[src/rtl/core/pwmfdm_pkg.sv]
package pwmfdm_pkg;

    localparam int FREQ_BITS   = 32;
    localparam int DUTY_BITS   = 7;
    localparam int EDGE_BITS   = 24;
    localparam int PERIOD_BITS = 24;
    localparam int TS_BITS     = 27;
    localparam int CHAN_BITS   = 3;
    localparam int LEVEL_BASE  = 16;
    localparam int CNT_BITS    = $clog2(FREQ_BITS + 1);
    localparam int IN_BITS     = 112;
    localparam int OUT_BITS    = 64;

    localparam logic [DUTY_BITS-1:0] DUTY_FULL    = 7'd100;
    localparam logic [FREQ_BITS-1:0] CLK_HZ_RESET = 32'd100000000;

    typedef enum logic [1:0] {
        CFG_MODE     = 2'd0,
        CFG_CAP_CLK  = 2'd1,
        CFG_TB_CLK   = 2'd2,
        CFG_CHANNEL  = 2'd3
    } cfg_reg_t;

    typedef struct packed {
        logic [1:0]             pad;
        logic [TS_BITS-1:0]     time_stamp;
        logic [EDGE_BITS-1:0]   edge_total;
        logic [PERIOD_BITS-1:0] period_ticks;
        logic [31:0]            capture_word;
        logic                   data_lost;
        logic                   timeout_hit;
        logic                   new_data;
    } in_data_t;

    typedef struct packed {
        logic                 ready_res;
        logic [EDGE_BITS-1:0] edges_seen;
        logic [DUTY_BITS-1:0] duty_percent;
        logic [FREQ_BITS-1:0] frequency_hz;
    } out_data_t;

    typedef struct packed {
        logic accept;
        logic step;
        logic load_duty;
        logic store_duty;
        logic emit;
    } ctrl_cmd_t;

    typedef struct packed {
        logic go;
        logic out_busy;
    } dp_stat_t;

endpackage

[src/rtl/core/pwmfdm_ctrl.sv]
module pwmfdm_ctrl (
    input  logic                  clk,
    input  logic                  rst_n,
    input  logic                  in_valid,
    output logic                  in_ready,
    input  pwmfdm_pkg::dp_stat_t  stat,
    output pwmfdm_pkg::ctrl_cmd_t cmd
);
    import pwmfdm_pkg::*;

    typedef enum logic [6:0] {
        ST_IDLE      = 7'b0000001,
        ST_CHECK     = 7'b0000010,
        ST_FREQ      = 7'b0000100,
        ST_DUTY_LOAD = 7'b0001000,
        ST_DUTY      = 7'b0010000,
        ST_DUTY_END  = 7'b0100000,
        ST_DONE      = 7'b1000000
    } state_t;

    state_t              state_reg, state_next;
    logic [CNT_BITS-1:0] cnt_reg, cnt_next;

    always_comb
    begin
        state_next = state_reg;
        cnt_next   = cnt_reg;
        cmd        = '0;
        in_ready   = 1'b0;
        case (state_reg)
            ST_IDLE:
            begin
                in_ready = 1'b1;
                if (in_valid)
                begin
                    cmd.accept = 1'b1;
                    state_next = ST_CHECK;
                end
            end
            ST_CHECK:
            begin
                if (stat.go)
                begin
                    cnt_next   = CNT_BITS'(FREQ_BITS);
                    state_next = ST_FREQ;
                end
                else
                begin
                    state_next = ST_DONE;
                end
            end
            ST_FREQ:
            begin
                cmd.step = 1'b1;
                cnt_next = cnt_reg - 1'b1;
                if (cnt_reg == CNT_BITS'(1))
                begin
                    state_next = ST_DUTY_LOAD;
                end
            end
            ST_DUTY_LOAD:
            begin
                cmd.load_duty = 1'b1;
                cnt_next      = CNT_BITS'(DUTY_BITS);
                state_next    = ST_DUTY;
            end
            ST_DUTY:
            begin
                cmd.step = 1'b1;
                cnt_next = cnt_reg - 1'b1;
                if (cnt_reg == CNT_BITS'(1))
                begin
                    state_next = ST_DUTY_END;
                end
            end
            ST_DUTY_END:
            begin
                cmd.store_duty = 1'b1;
                state_next     = ST_DONE;
            end
            ST_DONE:
            begin
                if (!stat.out_busy)
                begin
                    cmd.emit   = 1'b1;
                    state_next = ST_IDLE;
                end
            end
            default:
            begin
                state_next = ST_IDLE;
            end
        endcase
    end

    always_ff @(posedge clk or negedge rst_n)
    begin
        if (!rst_n)
        begin
            state_reg <= ST_IDLE;
            cnt_reg   <= '0;
        end
        else
        begin
            state_reg <= state_next;
            cnt_reg   <= cnt_next;
        end
    end

    a_step_count_live: assert property (@(posedge clk) disable iff (!rst_n)
        (state_reg == ST_FREQ || state_reg == ST_DUTY) |-> cnt_reg != '0)
        else $error("divider step counter ran out inside a division");

    a_accept_to_check: assert property (@(posedge clk) disable iff (!rst_n)
        cmd.accept |=> state_reg == ST_CHECK)
        else $error("accepted transaction did not move to the check state");

endmodule

[src/rtl/core/pwmfdm_dp.sv]
module pwmfdm_dp #(
    parameter int STAMP_BITS = 27
) (
    input  logic                  clk,
    input  logic                  rst_n,
    input  logic                  cfg_we,
    input  logic [1:0]            cfg_index,
    input  logic [31:0]           cfg_data,
    input  pwmfdm_pkg::in_data_t  in_data,
    input  logic                  in_kind,
    input  pwmfdm_pkg::ctrl_cmd_t cmd,
    output pwmfdm_pkg::dp_stat_t  stat,
    output pwmfdm_pkg::out_data_t out_data,
    output logic                  out_valid,
    input  logic                  out_ready
);
    import pwmfdm_pkg::*;

    localparam int PW = (STAMP_BITS > PERIOD_BITS) ? STAMP_BITS : PERIOD_BITS;

    logic                  mode_reg, mode_next;
    logic [FREQ_BITS-1:0]  cap_clk_reg, cap_clk_next;
    logic [FREQ_BITS-1:0]  tb_clk_reg, tb_clk_next;
    logic [CHAN_BITS-1:0]  chan_reg, chan_next;

    logic [FREQ_BITS-1:0]  freq_reg, freq_next;
    logic [DUTY_BITS-1:0]  duty_reg, duty_next;
    logic [EDGE_BITS-1:0]  edge_reg, edge_next;
    logic                  ready_reg, ready_next;
    logic [1:0]            hist_reg, hist_next;
    logic [STAMP_BITS-1:0] rise_reg, rise_next;
    logic [STAMP_BITS-1:0] fall_reg, fall_next;

    logic                  go_reg, go_next;
    logic [PW-1:0]         dvsr_reg, dvsr_next;
    logic [31:0]           pulse_reg, pulse_next;
    logic [PW+6:0]         prod_reg;
    logic                  sat_reg;
    logic [FREQ_BITS-1:0]  work_reg, work_next;
    logic [PW-1:0]         rem_reg, rem_next;

    out_data_t             out_reg, out_next;
    logic                  out_valid_reg, out_valid_next;

    logic [STAMP_BITS-1:0] ts_s;
    logic [STAMP_BITS-1:0] ev_period;
    logic [STAMP_BITS-1:0] ev_pulse;
    logic [7:0]            level_bits;
    logic                  level;
    logic [1:0]            hist_eff;
    logic [PW:0]           rem_shift;
    logic                  rem_ge;

    assign ts_s       = STAMP_BITS'(in_data.time_stamp);
    assign ev_period  = ts_s - rise_reg;
    assign ev_pulse   = fall_reg - rise_reg;
    assign level_bits = in_data.capture_word[LEVEL_BASE +: 8];
    assign level      = level_bits[chan_reg];
    assign hist_eff   = in_data.data_lost ? 2'd0 : hist_reg;
    assign rem_shift  = {rem_reg, work_reg[FREQ_BITS-1]};
    assign rem_ge     = rem_shift >= {1'b0, dvsr_reg};

    always_comb
    begin
        mode_next      = mode_reg;
        cap_clk_next   = cap_clk_reg;
        tb_clk_next    = tb_clk_reg;
        chan_next      = chan_reg;
        freq_next      = freq_reg;
        duty_next      = duty_reg;
        edge_next      = edge_reg;
        ready_next     = ready_reg;
        hist_next      = hist_reg;
        rise_next      = rise_reg;
        fall_next      = fall_reg;
        go_next        = go_reg;
        dvsr_next      = dvsr_reg;
        pulse_next     = pulse_reg;
        work_next      = work_reg;
        rem_next       = rem_reg;
        out_next       = out_reg;
        out_valid_next = out_valid_reg;

        if (cfg_we)
        begin
            case (cfg_reg_t'(cfg_index))
                CFG_MODE:    mode_next    = cfg_data[0];
                CFG_CAP_CLK: cap_clk_next = cfg_data;
                CFG_TB_CLK:  tb_clk_next  = cfg_data;
                CFG_CHANNEL: chan_next    = cfg_data[CHAN_BITS-1:0];
                default:     mode_next    = mode_reg;
            endcase
        end

        if (cmd.accept)
        begin
            go_next = 1'b0;
            if (in_kind)
            begin
                freq_next = '0;
                duty_next = '0;
                edge_next = '0;
            end
            else
            begin
                if (in_data.timeout_hit && !mode_reg)
                begin
                    freq_next  = '0;
                    duty_next  = '0;
                    edge_next  = '0;
                    ready_next = 1'b1;
                end
                if (in_data.new_data)
                begin
                    edge_next = in_data.edge_total;
                    if (!mode_reg)
                    begin
                        dvsr_next  = PW'(in_data.period_ticks);
                        pulse_next = in_data.capture_word;
                        work_next  = cap_clk_reg;
                        rem_next   = '0;
                        ready_next = 1'b1;
                        if (in_data.period_ticks == '0)
                        begin
                            freq_next = '0;
                            duty_next = '0;
                        end
                        else
                        begin
                            go_next = 1'b1;
                        end
                    end
                    else
                    begin
                        hist_next = hist_eff;
                        if (hist_eff == 2'd2)
                        begin
                            dvsr_next  = PW'(ev_period);
                            pulse_next = 32'(ev_pulse);
                            work_next  = tb_clk_reg;
                            rem_next   = '0;
                            rise_next  = ts_s;
                            hist_next  = 2'd1;
                            ready_next = 1'b1;
                            if (ev_period == '0)
                            begin
                                freq_next = '0;
                                duty_next = '0;
                            end
                            else
                            begin
                                go_next = 1'b1;
                            end
                        end
                        else if (level && hist_eff == 2'd0)
                        begin
                            rise_next = ts_s;
                            hist_next = 2'd1;
                        end
                        else if (!level && hist_eff == 2'd1)
                        begin
                            fall_next = ts_s;
                            hist_next = 2'd2;
                        end
                    end
                end
            end
        end

        if (cmd.step)
        begin
            rem_next  = rem_ge ? PW'(rem_shift - {1'b0, dvsr_reg}) : rem_shift[PW-1:0];
            work_next = {work_reg[FREQ_BITS-2:0], rem_ge};
        end

        if (cmd.load_duty)
        begin
            freq_next = work_reg;
            work_next = {prod_reg[DUTY_BITS-1:0], {(FREQ_BITS-DUTY_BITS){1'b0}}};
            rem_next  = prod_reg[PW+6:DUTY_BITS];
        end

        if (cmd.store_duty)
        begin
            duty_next = sat_reg ? DUTY_FULL : work_reg[DUTY_BITS-1:0];
        end

        if (cmd.emit)
        begin
            out_next.frequency_hz = freq_reg;
            out_next.duty_percent = duty_reg;
            out_next.edges_seen   = edge_reg;
            out_next.ready_res    = ready_reg;
            out_valid_next        = 1'b1;
        end
        else if (out_ready)
        begin
            out_valid_next = 1'b0;
        end
    end

    always_ff @(posedge clk or negedge rst_n)
    begin
        if (!rst_n)
        begin
            mode_reg      <= 1'b0;
            cap_clk_reg   <= CLK_HZ_RESET;
            tb_clk_reg    <= CLK_HZ_RESET;
            chan_reg      <= '0;
            freq_reg      <= '0;
            duty_reg      <= '0;
            edge_reg      <= '0;
            ready_reg     <= 1'b0;
            hist_reg      <= 2'd0;
            rise_reg      <= '0;
            fall_reg      <= '0;
            go_reg        <= 1'b0;
            out_valid_reg <= 1'b0;
        end
        else
        begin
            mode_reg      <= mode_next;
            cap_clk_reg   <= cap_clk_next;
            tb_clk_reg    <= tb_clk_next;
            chan_reg      <= chan_next;
            freq_reg      <= freq_next;
            duty_reg      <= duty_next;
            edge_reg      <= edge_next;
            ready_reg     <= ready_next;
            hist_reg      <= hist_next;
            rise_reg      <= rise_next;
            fall_reg      <= fall_next;
            go_reg        <= go_next;
            out_valid_reg <= out_valid_next;
        end
    end

    // The product is only used when the pulse is shorter than the period.
    always_ff @(posedge clk)
    begin
        dvsr_reg  <= dvsr_next;
        pulse_reg <= pulse_next;
        work_reg  <= work_next;
        rem_reg   <= rem_next;
        out_reg   <= out_next;
        prod_reg  <= (PW+7)'(pulse_reg[PW-1:0]) * (PW+7)'(DUTY_FULL);
        sat_reg   <= pulse_reg >= 32'(dvsr_reg);
    end

    assign stat.go       = go_reg;
    assign stat.out_busy = out_valid_reg && !out_ready;
    assign out_data      = out_reg;
    assign out_valid     = out_valid_reg;

    a_duty_range: assert property (@(posedge clk) disable iff (!rst_n)
        duty_reg <= DUTY_FULL)
        else $error("stored duty exceeds full scale");

    a_hist_range: assert property (@(posedge clk) disable iff (!rst_n)
        hist_reg != 2'd3)
        else $error("edge history count out of range");

    a_emit_valid: assert property (@(posedge clk) disable iff (!rst_n)
        cmd.emit |=> out_valid_reg)
        else $error("result register not valid after emit");

endmodule

[src/rtl/core/pwm_input_freq_duty_meter_core.sv]
// Channel   Direction  Handshake                      Payload
// cfg       in         cfg_we                         cfg_index, cfg_data
// s_axis    in         s_axis_tvalid / s_axis_tready  s_axis_tdata, s_axis_tuser
// m_axis    out        m_axis_tvalid / m_axis_tready  m_axis_tdata
//
// An item that runs the divider passes the check, the 32 frequency steps of the serial
// divider, the duty load, 7 duty steps on the same divider and the duty store; any other
// item goes from the check straight to the result. The result is emitted once the result
// register is free, and only then is the input ready for the next item.
// Reset clears all measurements and the edge history and loads the register defaults.
// A stalled result register holds the finished item; the next item may still be accepted.
module pwm_input_freq_duty_meter_core #(
    parameter int STAMP_BITS = 27
) (
    input  logic                           clk,
    input  logic                           rst_n,
    input  logic                           cfg_we,
    input  logic [1:0]                     cfg_index,
    input  logic [31:0]                    cfg_data,
    input  logic                           s_axis_tvalid,
    output logic                           s_axis_tready,
    // new_data, timeout_hit, data_lost, capture_word[31:0], period_ticks[23:0],
    // edge_total[23:0], time_stamp[26:0], two zero bits
    input  logic [pwmfdm_pkg::IN_BITS-1:0] s_axis_tdata,
    // kind
    input  logic                           s_axis_tuser,
    output logic                           m_axis_tvalid,
    input  logic                           m_axis_tready,
    // frequency_hz[31:0], duty_percent[6:0], edges_seen[23:0], ready_res
    output logic [pwmfdm_pkg::OUT_BITS-1:0] m_axis_tdata
);
    import pwmfdm_pkg::*;

    ctrl_cmd_t cmd;
    dp_stat_t  stat;
    in_data_t  in_data;
    out_data_t out_data;

    assign in_data      = s_axis_tdata;
    assign m_axis_tdata = out_data;

    pwmfdm_ctrl u_ctrl (
        .clk      (clk),
        .rst_n    (rst_n),
        .in_valid (s_axis_tvalid),
        .in_ready (s_axis_tready),
        .stat     (stat),
        .cmd      (cmd)
    );

    pwmfdm_dp #(
        .STAMP_BITS (STAMP_BITS)
    ) u_dp (
        .clk       (clk),
        .rst_n     (rst_n),
        .cfg_we    (cfg_we),
        .cfg_index (cfg_index),
        .cfg_data  (cfg_data),
        .in_data   (in_data),
        .in_kind   (s_axis_tuser),
        .cmd       (cmd),
        .stat      (stat),
        .out_data  (out_data),
        .out_valid (m_axis_tvalid),
        .out_ready (m_axis_tready)
    );

endmodule
[config.mk]
export PLATFORM = sky130hd
export DESIGN_NAME = pwm_input_freq_duty_meter_core
export DESIGN_NICKNAME = d
export VERILOG_FILES = /design/src/rtl/core/pwmfdm_pkg.sv /design/src/rtl/core/pwmfdm_ctrl.sv /design/src/rtl/core/pwmfdm_dp.sv /design/src/rtl/core/pwm_input_freq_duty_meter_core.sv
export SDC_FILE = /design/constraint.sdc
export NUM_CORES = 1
export LEC_CHECK = 0
export BUFFER_PORTS_ARGS = -buffer_cell sky130_fd_sc_hd__clkbuf_2
export CELL_PAD_IN_SITES_DETAIL_PLACEMENT = 0
export CELL_PAD_IN_SITES_GLOBAL_PLACEMENT = 2
export CORE_MARGIN = 2
export CORE_UTILIZATION = 35
export CTS_CLUSTER_DIAMETER = 60
export CTS_CLUSTER_SIZE = 28
export DETAILED_ROUTE_END_ITERATION = 6
export PLACE_DENSITY_LB_ADDON = 0.1
export SLEW_MARGIN = 10
export SYNTH_ARGS = -nofsm -noshare
export SYNTH_HDL_FRONTEND = slang
export SYNTH_SLANG_ARGS = --single-unit
[constraint.sdc]
create_clock -name clk -period 11.6 [get_ports clk]
set_clock_uncertainty 0.1 [all_clocks]
set_input_delay 2.9 -clock clk [delete_from_list [all_inputs] [get_ports clk]]
set_output_delay 2.9 -clock clk [all_outputs]
set_load 0.02 [all_outputs]
==> flow_metrics.py, run 1 <==
metrics = {
    "outcome": {
        "status": "complete, no violations",
    },
    "route": {
        "dr.pass1.iters": 5,
        "drt_iter0_drc": 798,
        "vias": 16800,
        "drcViolationCount": 0,
        "ant_nets": 0,
        "via_per_inst": 5.10,
        "wl_per_cell_um": 19.2,
        "routed_wl_mm": 63.0,
    },
    "floorplan": {
        "row_count": 94,
        "die_h_um": 263,
        "fp.dieW_um": 263,
        "start_util_pct": 35.5,
        "coreArea_mm2": 0.0660,
        "io_pins": 218,
        "dieArea_mm2": 0.0689,
    },
    "place": {
        "post-dp-hpwl_mm": 47.3,
        "place.gp.congestion": 0.849,
        "io_buffers": 215,
    },
    "sta": {
        "setup_viol": 0,
        "holdWs_ns": 0.345,
        "worst_pin_slew_ns": 1.12,
        "rsz0062_at_grt": "false",
        "slew-limit-headroom_pct": 25.2,
        "slew_viol_final": 0,
        "min_period_ns": 6.67,
        "fmax_mhz": 150,
        "report.final.hold_viol_count": 0,
        "period_share_pct": 57.5,
        "finalSetupTns_ns": 0,
    },
    "synth": {
        "synth_flop_cell": "dfrtp_1",
        "syn-num-nets": 2559,
        "synth-seq-cells": 418,
        "ys_async_sr_fraction_pct": 48.6,
        "synth.distinct_cells": 85,
        "netlist_top_cells_area": "edfxtp_1 (20%), dfrtp_1 (19%), ha_1 (10%)",
        "ys_warn_count": 0,
        "synth_top_area_cell": "edfxtp_1",
        "synth_cells": 2189,
        "synth_top_cell_area_share_pct": 19.9,
        "avgSynthCellArea_um2": 10.7,
        "synth_seq_area_share_pct": 46.9,
        "syn-cell-area_mm2": 0.0234,
        "synth_edf_count": 155,
    },
    "worst_setup_path": {
        "cp-start-kind": "primary input",
        "crit_fanout": 32,
        "arrival_ns": 7.04,
        "rrSetupSlack_ns": 6.49,
        "slowest_delay_ns": 0.57,
        "critPathSlowestCell": "nand2_2",
        "crit_type": "primary input to register",
        "worstPathCellList": "clkbuf_2 -> inv_1 -> ha_1 -> inv_1 -> fa_1 -> a21oi_1 -> nor2b_1 -> nor2_1 -> xnor2_1 -> or4_1 -> or3_1 -> nor4_1 -> nand4_1 -> o41ai_1 -> nand2_2 -> a22o_1",
        "cp_data_required_time_ns": 11.97,
        "cp-end-kind": "register",
        "cpMostUsedCell": "inv_1",
    },
    "cts": {
        "cts_sinks": 418,
        "ctsResizeCount": 0,
        "cts-buffers-inserted": 43,
        "clockBufferDepth": 3,
        "post-cts-setup-buffers": 0,
        "insertion_delay_ns": 0.59,
        "clk_pin_slew_worst_paths_ns": 0.10,
        "hold_buffers": 0,
        "htreeDepth": 2,
        "cts_root_buf": "clkbuf_16",
        "cts_tree": "done",
    },
    "grt": {
        "grt_pass1_wl_mm": 99.4,
        "gr-total-overflow": 0,
        "antenna_found_initial": 6,
        "grt_max_degree": 83,
        "track_usage_pct": 18.3,
        "grt_pass1_vias": 17100,
    },
    "power": {
        "powerDensity_mw_per_mm2": 203,
        "ir_drop_mv": 0.135,
        "leakage_nw": 12.1,
    },
    "layout": {
        "largest_reg_flops": 64,
        "drive_above_1_share_pct": 20.5,
        "layout_commonest_cell": "nand2_1",
        "nets": 2756,
        "areaGrowthSynthToFinish_pct": 15.4,
        "layout_common_cells": "nand2_1 (223), clkbuf_2 (214), inv_1 (194)",
    },
    "run": {
        "drv_cap": 0,
    },
    "hold_path": {
        "hold_path_class": "register to register",
    },
}
-- critical path: cells and delay by family --
family                     cells  cell delay [ns]
AOI/OAI and AO/OA              3             1.01
and+or+nand+nor                7             2.17
xor gates and xnor gates       1             0.11
buffers and inverters          3             0.23
adders and majority gates      2             0.60
-- final timing paths --
path | startpoint | endpoint | cells after the start
setup / recovery | s_axis_tdata[83] | u_dp.freq_reg[18] | 16
hold / removal | u_dp.freq_reg[13] | u_dp.out_data[13] | 0
setup reg to reg | u_dp.pulse_reg[2] | u_dp.prod_reg[33] | 17
hold reg to reg | u_dp.freq_reg[13] | u_dp.out_data[13] | 0
max in group asynchronous | rst_n | u_dp.mode_reg | 2
min in group asynchronous | rst_n | u_dp.cap_clk_reg[12] | 1
-- cells by family after synthesis --
kind of cell	share of synthesized area, %
AOI/OAI and AO/OA	14.9
adders and majority gates	12.5
buffers and inverters	4.49
and+or+nand+nor	9.88
xor gates and xnor gates	3.37
muxes	8.00
DFF	46.9
-- routing by layer --
layer	GRT usage, %	share of wire [%]
met5	0	0
met4	5.51	2.4
met3	2.02	2.8
met2	29.5	46
met1	26.0	49
-- synth_stat cells (8+ instances only) --
cell / count
mux2_2: 132
o21bai_1: 13
o21ai_1: 12
a21o_1: 47
xor2_1: 26
o211ai_1: 39
a22o_1: 49
nor2b_1: 21
a21oi_1: 109
o21a_1: 21
a32oi_1: 10
nand4_1: 10
buf_2: 9
a211oi_1: 15
o31ai_1: 8
nor4_1: 13
or3_1: 12
nor3_1: 35
dfrtp_1: 178
xnor2_1: 64
dfstp_2: 25
fa_1: 25
buf_1: 8
o21ai_0: 139
ha_1: 193
nand2_1: 224
nand2b_1: 18
dfxtp_1: 60
nor2_1: 84
nand3_1: 19
inv_1: 194
edfxtp_1: 155
mux2i_1: 34
clkbuf_1: 60
and3_1: 14
-- area by class of cell --
class / instances / area, µm²
multi-input cells: 1497 / 11400
clock buffers: 50 / 1140
inverters: 195 / 732
repair buffers: 231 / 1200
well taps: 864 / 1080
flip-flops and latches: 418 / 11000
clock inverters: 29 / 412
diodes: 5 / 12.5
fillers: 6440 / 39000
-- where the power goes --
group | internal (W) | switching [W]
logic | 0.000798 | 0.00113
registers | 0.00189 | 0.000166
clock network | 0.000806 | 0.000699
total | 0.00349 | 0.00199
-- metrics by stage --
step / utilization [%] / cell area (µm²) / power [W] / cells / setup WS, ns
2_1_floorplan: - / 23400 / 0.00345 / 2189 / 5.10
3_5_place_dp: 38.5 / 25400 / 0.00401 / 3205 / 4.22
6_report: 40.9 / 27000 / 0.00549 / 3289 / 4.93
5_1_grt: 40.9 / 27000 / 0.00588 / 3289 / 4.56
4_1_cts: 40.9 / 27000 / 0.00556 / 3284 / 4.85
3_3_place_gp: 38.5 / 25400 / 0.00399 / 3205 / 4.24
No activity file was read; power rests on OpenSTA's default activity.
==> run 2, diff against run 1 <==
- clock period: 11.6 -> 5.5 ns (I/O delays scaled with it)
==> flow_metrics.py, run 2 (synthesized netlist as in run 1, its figures left out) <==
metrics = {
    "hold_path": {
        "hold_path_class": "register to register",
        "min_from": "u_dp.edge_reg[17]",
    },
    "grt": {
        "antenna_found_initial": 5,
        "grt_pass1_vias": 17000,
        "grt_pass1_wl_mm": 99.3,
        "track_usage_pct": 18.3,
        "grt_max_degree": 97,
        "gr-total-overflow": 0,
    },
    "floorplan": {
        "coreArea_mm2": 0.0660,
        "fp.dieW_um": 263,
        "io_pins": 218,
        "start_util_pct": 35.5,
        "die_h_um": 263,
        "dieArea_mm2": 0.0689,
        "row_count": 94,
    },
    "worst_setup_path": {
        "worstPathCellList": "ha_1 -> ha_1 -> inv_1 -> fa_1 -> inv_1 -> ha_1 -> o21a_1 -> o211a_1 -> a221oi_1 -> buf_4 -> nor2_1 -> a211oi_2 -> o21ai_1 -> a2111oi_1 -> o31ai_1 -> a211oi_2 -> a21oi_1 -> xor2_1",
        "worstReg2RegStart": "u_dp.pulse_reg[5]",
        "cp_data_required_time_ns": 5.90,
        "cp-start-kind": "register",
        "critPathSlowestCell": "a2111oi_1",
        "cp-end-kind": "register",
        "slowest_delay_ns": 0.54,
        "cpMostUsedCell": "ha_1",
        "crit_fanout": 4,
        "path_delay_family": "compound AO/OA/AOI/OAI gates",
        "crit_start": "u_dp.pulse_reg[5]",
        "crit_type": "register to register",
        "arrival_ns": 5.30,
        "cp_num_buf_inv": 3,
    },
    "place": {
        "post-dp-hpwl_mm": 47.6,
        "place.gp.congestion": 0.841,
        "io_buffers": 215,
    },
    "sta": {
        "report.final.hold_viol_count": 0,
        "period_share_pct": 89.1,
        "min_period_ns": 4.90,
        "rsz0062_at_grt": "false",
        "worst_pin_slew_ns": 1.13,
        "slew-limit-headroom_pct": 24.7,
        "fmax_mhz": 204,
        "slew_viol_final": 0,
        "finalSetupTns_ns": 0,
        "setup_viol": 0,
        "holdWs_ns": 0.347,
    },
    "power": {
        "powerDensity_mw_per_mm2": 420,
        "ir_drop_mv": 0.310,
        "leakage_nw": 12.1,
    },
    "route": {
        "drcViolationCount": 0,
        "drt_iter0_drc": 882,
        "via_per_inst": 5.03,
        "wl_per_cell_um": 19.0,
        "vias": 16600,
        "ant_nets": 0,
        "routed_wl_mm": 62.6,
        "dr.pass1.iters": 5,
    },
    "layout": {
        "fillers": 6419,
        "nets": 2764,
        "final_util_pct": 40.8,
        "multi_input_area_mm2": 0.0114,
        "layout_commonest_cell": "nand2_1",
        "areaGrowthSynthToFinish_pct": 15.1,
        "drive_above_1_share_pct": 20.8,
        "layout_common_cells": "nand2_1 (224), clkbuf_2 (214), inv_1 (194)",
        "regArea_mm2": 0.0110,
        "largest_reg_flops": 64,
    },
    "cts": {
        "ctsResizeCount": 0,
        "insertion_delay_ns": 0.61,
        "clockBufferDepth": 3,
        "hold_buffers": 0,
        "htreeDepth": 2,
        "clk_pin_slew_worst_paths_ns": 0.08,
        "post-cts-setup-buffers": 0,
        "cts_root_buf": "clkbuf_16",
        "cts-buffers-inserted": 40,
        "cts_sinks": 418,
        "cts_tree": "done",
    },
    "run": {
        "drv_cap": 0,
    },
    "outcome": {
        "status": "complete, no violations",
    },
}
-- run 2: changes by cell type in the layout (fill, tap and decap cells not counted), sizes merged --
| cell | previous run | this run |
|---|---|---|
| clkbuf | 265 | 257 |
| bufinv | 2 | 0 |
| inv | 210 | 211 |
| clkinvlp | 0 | 4 |
| buf | 16 | 27 |
-- run 2: where the power goes --
| part | switching, W | internal, W |
|---|---|---|
| logic | 0.00238 | 0.00171 |
| registers | 0.000353 | 0.00398 |
| clock network | 0.00142 | 0.00146 |
-- run 2: cell type report --
class | count | share of cell area, %
well taps | 864 | 4.01
clock buffers | 42 | 3.82
flip-flops and latches | 418 | 40.7
inverters | 195 | 2.72
multi-input cells | 1497 | 42.5
diodes | 5 | 0.0465
repair buffers | 242 | 4.87
clock inverters | 32 | 1.31
-- run 2: through the flow --
stage                     area, µm²  worst slack, ns  power (W)  std cells
after floorplan               23400            0.528    0.00728       2189
after global placement        25500           0.0239    0.00844       3216
after detailed placement      25500           0.0752    0.00849       3216
after CTS                     26900            0.517     0.0115       3290
after global routing          26900            0.142     0.0122       3295
final                         26900            0.598     0.0113       3295
-- run 2: metal layers --
layer,share of wire [%],GRT usage (%),routed length [µm],vias up
met2,46,29.8,29000,208
met3,2.6,2.25,1640,56
met4,1.8,4.35,1110,0
met5,0,0,0,-
li1,-,-,-,8302
met1,49,25.9,30900,7997
-- run 2: final timing paths --
path | endpoint | slack, ns | cells past startpoint
setup / recovery | u_dp.prod_reg[33] | 0.60 | 18
hold / removal | u_dp.out_data[56] | 0.35 | 0
setup reg to reg | u_dp.prod_reg[33] | 0.60 | 18
hold reg to reg | u_dp.out_data[56] | 0.35 | 0
max in group asynchronous | u_dp.edge_reg[16] | 3.43 | 2
min in group asynchronous | u_dp.cap_clk_reg[12] | 0.74 | 1
